**config.mk**
```make
export PLATFORM = sky130hd
export DESIGN_NAME = sem_ctrl
export DESIGN_NICKNAME = d
export VERILOG_FILES = /design/src/sem_pkg.sv /design/src/sem_ctrl.sv
export VERILOG_INCLUDE_DIRS = /design/src /design/src/src
export SDC_FILE = /design/constraint.sdc
export NUM_CORES = 1
export LEC_CHECK = 0
export ABC_AREA = 1
export BUFFER_PORTS_ARGS = -buffer_cell sky130_fd_sc_hd__buf_2
export CORE_MARGIN = 10
export CORE_UTILIZATION = 46
export CTS_BUF_LIST = sky130_fd_sc_hd__clkbuf_16
export DETAILED_ROUTE_END_ITERATION = 12
export PLACE_DENSITY = 0.85
export SLEW_MARGIN = 20
export SYNTH_ARGS = -nofsm -noshare
export SYNTH_HDL_FRONTEND = slang
export SYNTH_SLANG_ARGS = --single-unit
```
**constraint.sdc**
```tcl
create_clock -name i_clk -period 1.2 [get_ports i_clk]
set_input_delay 0.12 -clock i_clk [delete_from_list [all_inputs] [get_ports i_clk]]
set_output_delay 0.12 -clock i_clk [all_outputs]
set_load 0.005 [all_outputs]
```
**src/sobel_edge_magnitude_rgb_defines.svh**
```systemverilog
// Assertion macros shared by the Sobel edge magnitude RTL.
// Depends on nothing; included by the modules that carry assertions.
`ifndef SOBEL_EDGE_MAGNITUDE_RGB_DEFINES_SVH
`define SOBEL_EDGE_MAGNITUDE_RGB_DEFINES_SVH

// Same-cycle implication, disabled while reset is held.
`define SEM_ASSERT_IMP(lbl, clk, rstn, ante, cons) \
    lbl: assert property (@(posedge clk) disable iff (!rstn) (ante) |-> (cons)) \
        else $error("sem: same-cycle check failed");

// Next-cycle implication, disabled while reset is held.
`define SEM_ASSERT_NEXT(lbl, clk, rstn, ante, cons) \
    lbl: assert property (@(posedge clk) disable iff (!rstn) (ante) |=> (cons)) \
        else $error("sem: next-cycle check failed");

`endif

```
**src/sem_pkg.sv**
```systemverilog
// Package of the Sobel edge magnitude block: sizes, register indexes and
// the command and status structs between controller and datapath.
// Depends on nothing.
package sem_pkg;

    localparam int MAX_WIDTH  = 1024;
    localparam int MAX_HEIGHT = 4096;
    localparam int COL_W      = $clog2(MAX_WIDTH);
    localparam int WID_W      = 11;
    localparam int HGT_W      = 13;
    localparam int IROW_W     = 13;
    localparam int OROW_W     = 12;
    localparam int PIX_W      = 8;
    localparam int NCH        = 3;
    localparam int GRAD_W     = 11;
    localparam int SUM_W      = 21;
    localparam int ROOT_W     = 8;
    localparam int BIT_W      = $clog2(ROOT_W);
    localparam int ADDR_W     = 3;
    localparam int SAT_LIM    = 65281;

    // Register index, taken from paddr bit 2.
    localparam logic REG_WIDTH  = 1'b0;
    localparam logic REG_HEIGHT = 1'b1;

    typedef logic [NCH*PIX_W-1:0] t_pix;

    typedef struct packed {
        logic             clear;
        logic [COL_W-1:0] clear_addr;
        logic             take;
        logic             shift;
        logic             grad;
        logic             square;
        logic             root_step;
        logic [BIT_W-1:0] root_bit;
        logic             load;
        logic             restart;
    } t_cmd;

    typedef struct packed {
        logic emit;
    } t_sts;

endpackage

```
**src/sem_ctrl.sv**
```systemverilog
// Controller of the Sobel edge magnitude block: clearing pass, request
// sequencing, square root steps and the result valid flag.
// Depends on sem_pkg and the assertion macros header.
`include "sobel_edge_magnitude_rgb_defines.svh"
module sem_ctrl import sem_pkg::*; (
    input  logic i_clk,
    input  logic i_rst_n,
    input  logic i_in_valid,
    output logic o_in_ready,
    output logic o_out_valid,
    input  logic i_out_ready,
    input  logic i_cfg_wr,
    input  t_sts i_sts,
    output t_cmd o_cmd
);

    typedef enum logic [2:0] {
        ST_CLEAR,
        ST_IDLE,
        ST_SHIFT,
        ST_GRAD,
        ST_SQUARE,
        ST_ROOT,
        ST_LOAD
    } t_state;

    t_state           r_state;
    logic [COL_W-1:0] r_clr_addr;
    logic [BIT_W-1:0] r_bit;
    logic             r_out_valid;
    logic             w_accept;

    assign o_in_ready  = (r_state == ST_IDLE);
    assign w_accept    = o_in_ready && i_in_valid;
    assign o_out_valid = r_out_valid;

    always_comb begin
        o_cmd            = '0;
        o_cmd.clear      = (r_state == ST_CLEAR);
        o_cmd.clear_addr = r_clr_addr;
        o_cmd.take       = w_accept;
        o_cmd.shift      = (r_state == ST_SHIFT);
        o_cmd.grad       = (r_state == ST_GRAD);
        o_cmd.square     = (r_state == ST_SQUARE);
        o_cmd.root_step  = (r_state == ST_ROOT);
        o_cmd.root_bit   = r_bit;
        o_cmd.load       = (r_state == ST_LOAD) && (!r_out_valid || i_out_ready);
        o_cmd.restart    = i_cfg_wr;
    end

    always_ff @(posedge i_clk) begin
        if (!i_rst_n) begin
            r_state     <= ST_CLEAR;
            r_clr_addr  <= '0;
            r_bit       <= '0;
            r_out_valid <= 1'b0;
        end else begin
            case (r_state)
                ST_CLEAR: begin
                    if (r_clr_addr == COL_W'(MAX_WIDTH - 1)) begin
                        r_state <= ST_IDLE;
                    end else begin
                        r_clr_addr <= r_clr_addr + COL_W'(1);
                    end
                end
                ST_IDLE: begin
                    if (i_in_valid) begin
                        r_state <= ST_SHIFT;
                    end
                end
                ST_SHIFT: begin
                    r_state <= i_sts.emit ? ST_GRAD : ST_IDLE;
                end
                ST_GRAD: begin
                    r_state <= ST_SQUARE;
                end
                ST_SQUARE: begin
                    r_bit   <= BIT_W'(ROOT_W - 1);
                    r_state <= ST_ROOT;
                end
                ST_ROOT: begin
                    if (r_bit == '0) begin
                        r_state <= ST_LOAD;
                    end else begin
                        r_bit <= r_bit - BIT_W'(1);
                    end
                end
                ST_LOAD: begin
                    if (o_cmd.load) begin
                        r_state <= ST_IDLE;
                    end
                end
                default: begin
                    r_state <= ST_IDLE;
                end
            endcase
            if (o_cmd.load) begin
                r_out_valid <= 1'b1;
            end else if (i_out_ready) begin
                r_out_valid <= 1'b0;
            end
        end
    end

    `SEM_ASSERT_IMP(a_load_free, i_clk, i_rst_n, o_cmd.load, !r_out_valid || i_out_ready)
    `SEM_ASSERT_NEXT(a_accept_shift, i_clk, i_rst_n, w_accept, r_state == ST_SHIFT)
    `SEM_ASSERT_NEXT(a_root_end, i_clk, i_rst_n, (r_state == ST_ROOT) && (r_bit == '0), r_state == ST_LOAD)

endmodule

```
Yosys cells after proc, flatten, opt, wreduce, memory -nomap -nowiden

Cells that the tools add are included.

Memory bits (read-only): 0
Bits in registers: 17
Bits in writable memories: 0
Memories kept: 0
Bits in latches: 0
Input bits: 6
Output and inout bits: 23
Logic and storage cells: 40

Bitwise logic cells: 1
Add/subtract/negate cells: 2
Multipliers: 0
Equal/unequal tests: 12
Mux-type cells: 10
Shifts and indexed selects: 0
Divide/modulo/power cells: 0
Reduce and logical (&&, ||, !) cells: 11
Magnitude comparators: 0

Operator list:

| kind                                                               | number |
|---|---|
| 3-bit one-hot mux with 7 select lines                              | 1 |
| 3-bit 2-to-1 mux                                                   | 5 |
| 10-bit by 1-bit adder with 10-bit output, second input constant    | 1 |
| 10-bit == test, second input constant                              | 1 |
| 3-bit == test, second input constant                               | 3 |
| 3-bit by 2-bit == test with 1-bit output, second input constant    | 2 |
| 3-bit zero test                                                    | 2 |
| 2-bit != test, second input constant                               | 3 |
| 3-bit one-hot mux with 2 select lines                              | 1 |
| 2-bit by 1-bit != test with 1-bit output, second input constant    | 2 |
| 2-bit AND reduction                                                | 2 |
| 4-bit AND reduction                                                | 1 |
| 2-bit nonzero test                                                 | 2 |
| 3-bit by 1-bit == test with 1-bit output, second input constant    | 1 |
| 3-bit by 1-bit subtractor with 3-bit output, second input constant | 1 |
| 1-bit logical AND                                                  | 2 |
| 1-bit 2-to-1 mux                                                   | 2 |
| 2-bit 2-to-1 mux                                                   | 1 |
| 1-bit zero test                                                    | 1 |
| 1-bit logical OR                                                   | 1 |
| 1-bit inverter                                                     | 1 |

Logic depth before layout (Yosys ltp)

Gate-level depths: netlist (run 1).

Depth after elaboration: 5
Mapped depth: 9
Depth with buffers taken out: 9

Worst setup path before layout (run 1)

OpenSTA, ideal clock, no wires.

Path kind: reg-to-reg
From: register r_clr_addr[0]
To: register r_clr_addr[6]
Period minus slack after synthesis: 1.347 ns
Setup time: 0.070 ns
Stages on the path, launching flop included: 9
Slack: -0.147 ns
Path buffers: 1
Arrival time: 1.278 ns
Data required time: 1.130 ns
Cells stage by stage: dfxtp_1 -> ha_1 -> nand3_2 -> nor2_2 -> nand2_2 -> nand2_4 -> buf_8 -> nand2_2 -> a21oi_1

Cells in the longest elaborated chain, start to end: 3
Elaborated cells between the ends (all ways): 4
Those cells by class: add/sub (1); eq/ne (1); bitwise (1); reduce/logical (1)

RTL lines:

| element                                                                                          | line           | text |
|---|---|---|
| start: declaration                                                                               | sem_ctrl.sv:28 | `logic [COL_W-1:0] r_clr_addr;` |
| start signal: assignment                                                                         | sem_ctrl.sv:63 | `r_clr_addr <= r_clr_addr + COL_W'(1);` |
| parallel branches: the longest is 3 deep, another holds 10-bit by 1-bit adder with 10-bit output | --             |  |

Parallel ways; which one is timed is not known.
A chain may end at the register's enable or synchronous reset.

==> results of run 1 <==
-- area by class of cell --
class	instances	area [µm²]	area share (%)
Multi-Input combinational cell	120	772	42.1
Timing Repair Buffer	60	459	25.1
Inverter	30	128	6.96
Clock inverter	1	5.00	0.273
Clock buffer	3	75.1	4.10
Sequential cell	17	359	19.6
Tap cell	28	35.0	1.91
-- power by group --
| part | internal [W] | switching [W] | total [W] |
|---|---|---|---|
| Combinational | 0.0000429 | 0.0000499 | 0.0000928 |
| Clock | 0.000446 | 0.000233 | 0.000679 |
| Sequential | 0.000569 | 0.00000925 | 0.000578 |
-- logic make-up (layout without fill, tap and decap cells) --
kind of cell / count (synthesis) / in the layout / share of synthesized area (%)
flops: 17 / 17 / 31.5
fa+ha+maj: 4 / 4 / 4.64
simple gates: 95 / 96 / 39.9
compound gates: 20 / 20 / 9.62
buf+inv: 35 / 94 / 14.4
-- critical path: stages (launching register included) --
cell and delay (ps):
dfxtp_2 340, inv_4 90, buf_6 120, nand2_4 50, nor3_4 170, buf_2 140
-- timing repair --
action	CTS	global route
endpoints found under the setup margin	22	24
setup buffers	7	2
endpoints found under the hold margin	0	0
pin swaps	13	14
gates cloned	1	0
gates resized for setup	47	18
-- final timing paths --
path | from | to | slack, ps | depth (start not counted)
min | i_out_ready | o_out_valid | 230 | 3
max reg2reg | r_state[1] | r_state[1] | -80 | 9
min reg2reg | r_bit[2] | r_bit[2] | 510 | 2
max | r_state[0] | o_cmd[1] | -80 | 5
-- cell usage in the layout (no fill, tap or decap), types with 3 or more instances in the layout --
| cell | instances |
|---|---|
| inv_1 | 24 |
| nand2_4 | 4 |
| nand2_2 | 7 |
| nand4_1 | 5 |
| dfxtp_2 | 3 |
| nor2_4 | 8 |
| a21oi_2 | 4 |
| buf_6 | 11 |
| clkbuf_16 | 3 |
| nor2_1 | 14 |
| inv_4 | 3 |
| nand2_1 | 33 |
| o21ai_1 | 8 |
| a21oi_1 | 5 |
| dfxtp_1 | 10 |
| buf_4 | 24 |
| dfxtp_4 | 4 |
| nor2_2 | 5 |
| buf_2 | 23 |
| nand3_1 | 12 |
-- routing by layer --
metal  part of all wire (%)  up-vias  GRT usage, %
met5                      0        -             0
met4                    3.0        0          7.29
met3                    7.5       12          4.89
met2                     51       57          28.9
met1                     38      620          16.0
li1                       -      669             -
-- state kept, by name, summed over array words and instances (netlist names) --
name and flops:
r_clr_addr 10, r_state 3, r_bit 3, o_out_valid 1
-- metrics by stage --
step                total power, W  cell area, µm²  hold slack [ps]  setup slack [ps]  setup TNS, ps
floorplan                 0.000634            1100              252             -11.0          -61.1
global placement          0.000673            1430              240             -68.8           -349
detailed placement        0.000676            1430              240              -124           -909
CTS                        0.00136            1750              222             -81.8           -386
global route               0.00140            1830              235              -147          -2040
finish                     0.00135            1830              230             -81.2           -749
==> flow_summary.toml, run 1 <==
[logic_synthesis]
synthTopCellsByCount = "nand2_1 (38), inv_1 (26), nor2_1 (24)"
yosysWarnings = 0
ys_types = 23
synth.cell_area_um2 = 1080
postSynthAreaPerCell_um2 = 6.31
synth-edff-count = 0
netlist_top_cells_area = "dfxtp_1 (32%), nand2_1 (13%), inv_1 (9.0%), nor2_1 (8.3%), nand3_1 (6.5%)"
yosys.cell_count.top_type = "nand2_1"
synth_top_cell_area_share_pct = 31.5
ys_seq_area_share_pct = 31.5
syn-num-nets = 181
ys_async_sr_fraction_pct = 0
yosys.area.top_type = "dfxtp_1"
synth_seq_cells = 17
syn_inst = 171
synth_flop_cell = "dfxtp_1"

[pwr]
power.density_nw_per_um2 = 737
irDropWorstVdd_mv = 0.927
p_leak_nw = 0.879

[worst_setup_path]
critPathMaxFanout = 3
endpoint_kind = "output port"
path_class = "flop to output port"
critPathLaunchType = "flop"
required_ps = 1080
worstPathArrival_ps = 1160

[drt]
via_per_inst = 5.24
antenna_left = 0
post_drt_wl_per_cell_um = 13.9
drc = 0
vias = 1358
first_pass_iters = 4
dr.first_iter.drc_count = 102
wl_um = 3610

[placed_design]
gp_congestion = 0.833
dp_hpwl_um = 2200
port_buffers = 26
place_inst = 245

[global_route]
grt_pass1_wl_um = 5780
grt_util_all_layers_pct = 15.8
grt_overflow = 0
grt_pass1_vias = 1323
grt_max_degree = 15
antenna_found_initial = 0

[clock_network]
cts_buffer_depth = 2
clk_latency_ps = 250
cts_buffers = 3
cts_tree = "built"
cts.sinks = 17
path_clk_slew_ps = 50
cts_max_level = 1
cts_hold_buf = 0
cts-root-buf = "clkbuf_16"

[min_path]
hp-class = "primary input to flop"

[sta]
finalClockSkew_ps = 1.52
tightestPinTransition_ps = 297
fin_crit_sh_pct = 107
slew_headroom_pct = 80.2
maxSlewViolCount = 0
fmax_mhz = 781
period_needed_ps = 1280
hold_viol = 0
worst_slack_ps = -81.2
rsz0062_at_grt = "true"
finalSetupViolations = 18

[die]
core-area_um2 = 2230
dieHeight_um = 68.5
io_pins = 29
die_area_um2 = 4690
start_util_pct = 48.3
rows = 17
die_w_um = 68.5

[run]
max_cap_violations = 0

[cells_and_area]
nets = 242
num-fill-cells = 147
final_util_pct = 82.1
drive_gt1_share_pct = 48.9
syn2layout_area_growth_pct = 69.8
fin_cells = 259
diodes = 0

[outcome]
violations = "setup timing"
status = "finished with violations"
(Power assumes the default switching activity.)
==> run 2: changes to the inputs <==
--- a/config.mk
+++ b/config.mk
@@ -8,10 +8,12 @@
 export LEC_CHECK = 0
 export ABC_AREA = 1
 export BUFFER_PORTS_ARGS = -buffer_cell sky130_fd_sc_hd__buf_2
+export CORE_ASPECT_RATIO = 1.4
 export CORE_MARGIN = 10
 export CORE_UTILIZATION = 46
 export CTS_BUF_LIST = sky130_fd_sc_hd__clkbuf_16
 export DETAILED_ROUTE_END_ITERATION = 12
+export HOLD_SLACK_MARGIN = 0.12
 export PLACE_DENSITY = 0.85
 export SLEW_MARGIN = 20
 export SYNTH_ARGS = -nofsm -noshare
==> run 2 against run 1 <==
  * The flow still finishes with violations (setup timing)
  * Non-clock buffer count grew 13
  * Setup slack worse by 120 ps
  * Register-to-register slack worse by 120 ps
  * Largest power group unchanged
  * Final area rose by 8.8%
  * Sequential power is essentially flat
  * Largest cell class unchanged
  * Maximum frequency shrank 8.4%
==> flow_summary.toml, run 2 (same netlist as run 1, synthesis figures left out) <==
[placed_design]
gp_congestion = 0.906
port_buffers = 26
dp_hpwl_um = 2340

[pwr]
p_leak_nw = 0.978
total_power_w = 0.00135
clkPwrFrac_pct = 50.0
p_int_w = 0.00106
irDropWorstVdd_mv = 0.727
switchingPower_w = 0.000293
power.density_nw_per_um2 = 676
swShare_pct = 21.7
p_comb_share_pct = 7.0
p_seq_share_pct = 43.0

[worst_setup_path]
path_cells = "inv_4 -> nand2_4 -> nor2_4 -> buf_12 -> nand2_8 -> buf_6 -> o21ai_2 -> a21oi_1"
r2r_setup_slack_ps = -200
endpoint_kind = "flop"
crit_path_max_incr_delay_ps = 370
r2r_start = "r_state[1]"
rr_worst_depth = 8
critPathMaxFanout = 6
path_class = "flop to flop"
cpMaxStageDelayCell = "dfxtp_4"
required_ps = 1330
critPathLaunchType = "flop"
regToRegEndpoint = "r_clr_addr[3]"
worstPathArrival_ps = 1530

[drt]
vias = 1495
antenna_left = 0
via_per_inst = 5.62
post_drt_wl_per_cell_um = 19.0
wl_um = 5060
dr.first_iter.drc_count = 73
first_pass_iters = 4
drc = 0

[sta]
finalSetupViolations = 23
fin_crit_sh_pct = 117
slew_headroom_pct = 78.9
maxSlewViolCount = 0
tightestPinTransition_ps = 317
setup_tns_ps = -2260
hold_viol = 0
worst_slack_ps = -199
finalClockSkew_ps = 4.04
period_needed_ps = 1400
rsz0062_at_grt = "true"
fmax_mhz = 715

[global_route]
grt_max_degree = 15
grt_overflow = 0
grt_pass1_wl_um = 6620
grt_util_all_layers_pct = 17.6
antenna_found_initial = 0
grt_pass1_vias = 1538

[cells_and_area]
syn2layout_area_growth_pct = 84.7
drive_gt1_share_pct = 54.5
final_common_cell = "nand2_1"
layout_common_cells = "nand2_1 (33), buf_4 (31), inv_1 (24)"
diodes = 0
top_register = "r_clr_addr"
reg_top3 = "r_clr_addr (10), r_bit (3), r_state (3)"
largest_reg_flops = 10
nets = 255

[outcome]
status = "finished with violations"
violations = "setup timing"

[die]
core-area_um2 = 2200
io_pins = 29
die_area_um2 = 4710
dieHeight_um = 77.3
die_w_um = 60.9
start_util_pct = 49.0
rows = 20

[min_path]
hold_end = "o_cmd[0]"
hp-class = "primary input to output port"
hold_depth = 0
min_from = "i_cfg_wr"

[clock_network]
cts-root-buf = "clkbuf_16"
cts_max_level = 1
cts.sinks = 17
cts_hold_buf = 0
cts_buffers = 3
clk_latency_ps = 250
cts_buffer_depth = 2
cts_tree = "built"
path_clk_slew_ps = 50

[run]
max_cap_violations = 0
==> run 2: changes by cell type in the layout (fill, tap and decap cells not counted), moves of 4 or more <==
cell and delta:
buf_4 +7, o21ai_1 -4, buf_6 +8, o21ai_2 +4
==> run 2: power by group through the flow <==
stage                     clock [W]  sequential [W]  combinational [W]
after global routing       0.000698        0.000580           0.000105
after floorplan                   0        0.000598          0.0000355
final                      0.000674        0.000580          0.0000942
after global placement            0        0.000594          0.0000760
after CTS                  0.000678        0.000579          0.0000853
after detailed placement          0        0.000595          0.0000777
==> run 2: worst max path at each step <==
stage / from / end / slack, ps / cells after the start
2_1_floorplan: r_clr_addr[0] / r_clr_addr[4] / -10 / 8
3_3_place_gp: r_clr_addr[1] / r_state[0] / -70 / 9
3_5_place_dp: r_clr_addr[1] / r_state[1] / -140 / 9
4_1_cts: r_state[0] / o_cmd[9] / -140 / 7
5_1_grt: r_state[1] / r_clr_addr[3] / -260 / 8
6_report: r_state[1] / r_clr_addr[3] / -200 / 8
==> run 2: critical path: cells and delay by family, from the launching register on <==
kind                   cells  cell delay, ps
DFF                        1             370
and+or+nand+nor            3             350
AOI/OAI and AO/OA          2             190
buffers and inverters      3             360
==> run 2: final cells by class <==
class,count,area (µm²)
Tap cell,22,27.5
Clock inverter,1,3.75
Fill cell,102,208
Timing Repair Buffer,73,577
Sequential cell,17,360
Clock buffer,3,75.1
Inverter,30,130
Multi-Input combinational cell,120,821
==> run 2: metrics by stage <==
step / hold slack [ps] / setup WS, ps / instances / area [µm²] / util, %
4_1_cts: 234 / -137 / 261 / 1840 / 83.4
6_report: 240 / -199 / 266 / 1990 / 90.6
2_1_floorplan: 252 / -11.0 / 171 / 1100 / -
3_3_place_gp: 240 / -71.0 / 243 / 1440 / 65.4
3_5_place_dp: 240 / -140 / 243 / 1440 / 65.4
5_1_grt: 240 / -259 / 266 / 1990 / 90.6
==> run 2: what timing repair did <==
action / 4_1_cts / 5_1_grt
setup buffers: 13 / 5
pin swaps: 12 / 17
setup endpoints to repair: 19 / 24
gates cloned: 1 / 0
gates resized for setup: 57 / 28
==> run 2: per-layer routing <==
layer / global-route usage (%) / up-vias / part of all wire [%]
met5: 0 / - / 0
met4: 10.8 / 0 / 6.3
met3: 4.45 / 31 / 5.7
met2: 32.9 / 82 / 54
met1: 15.4 / 697 / 34
li1: - / 685 / -
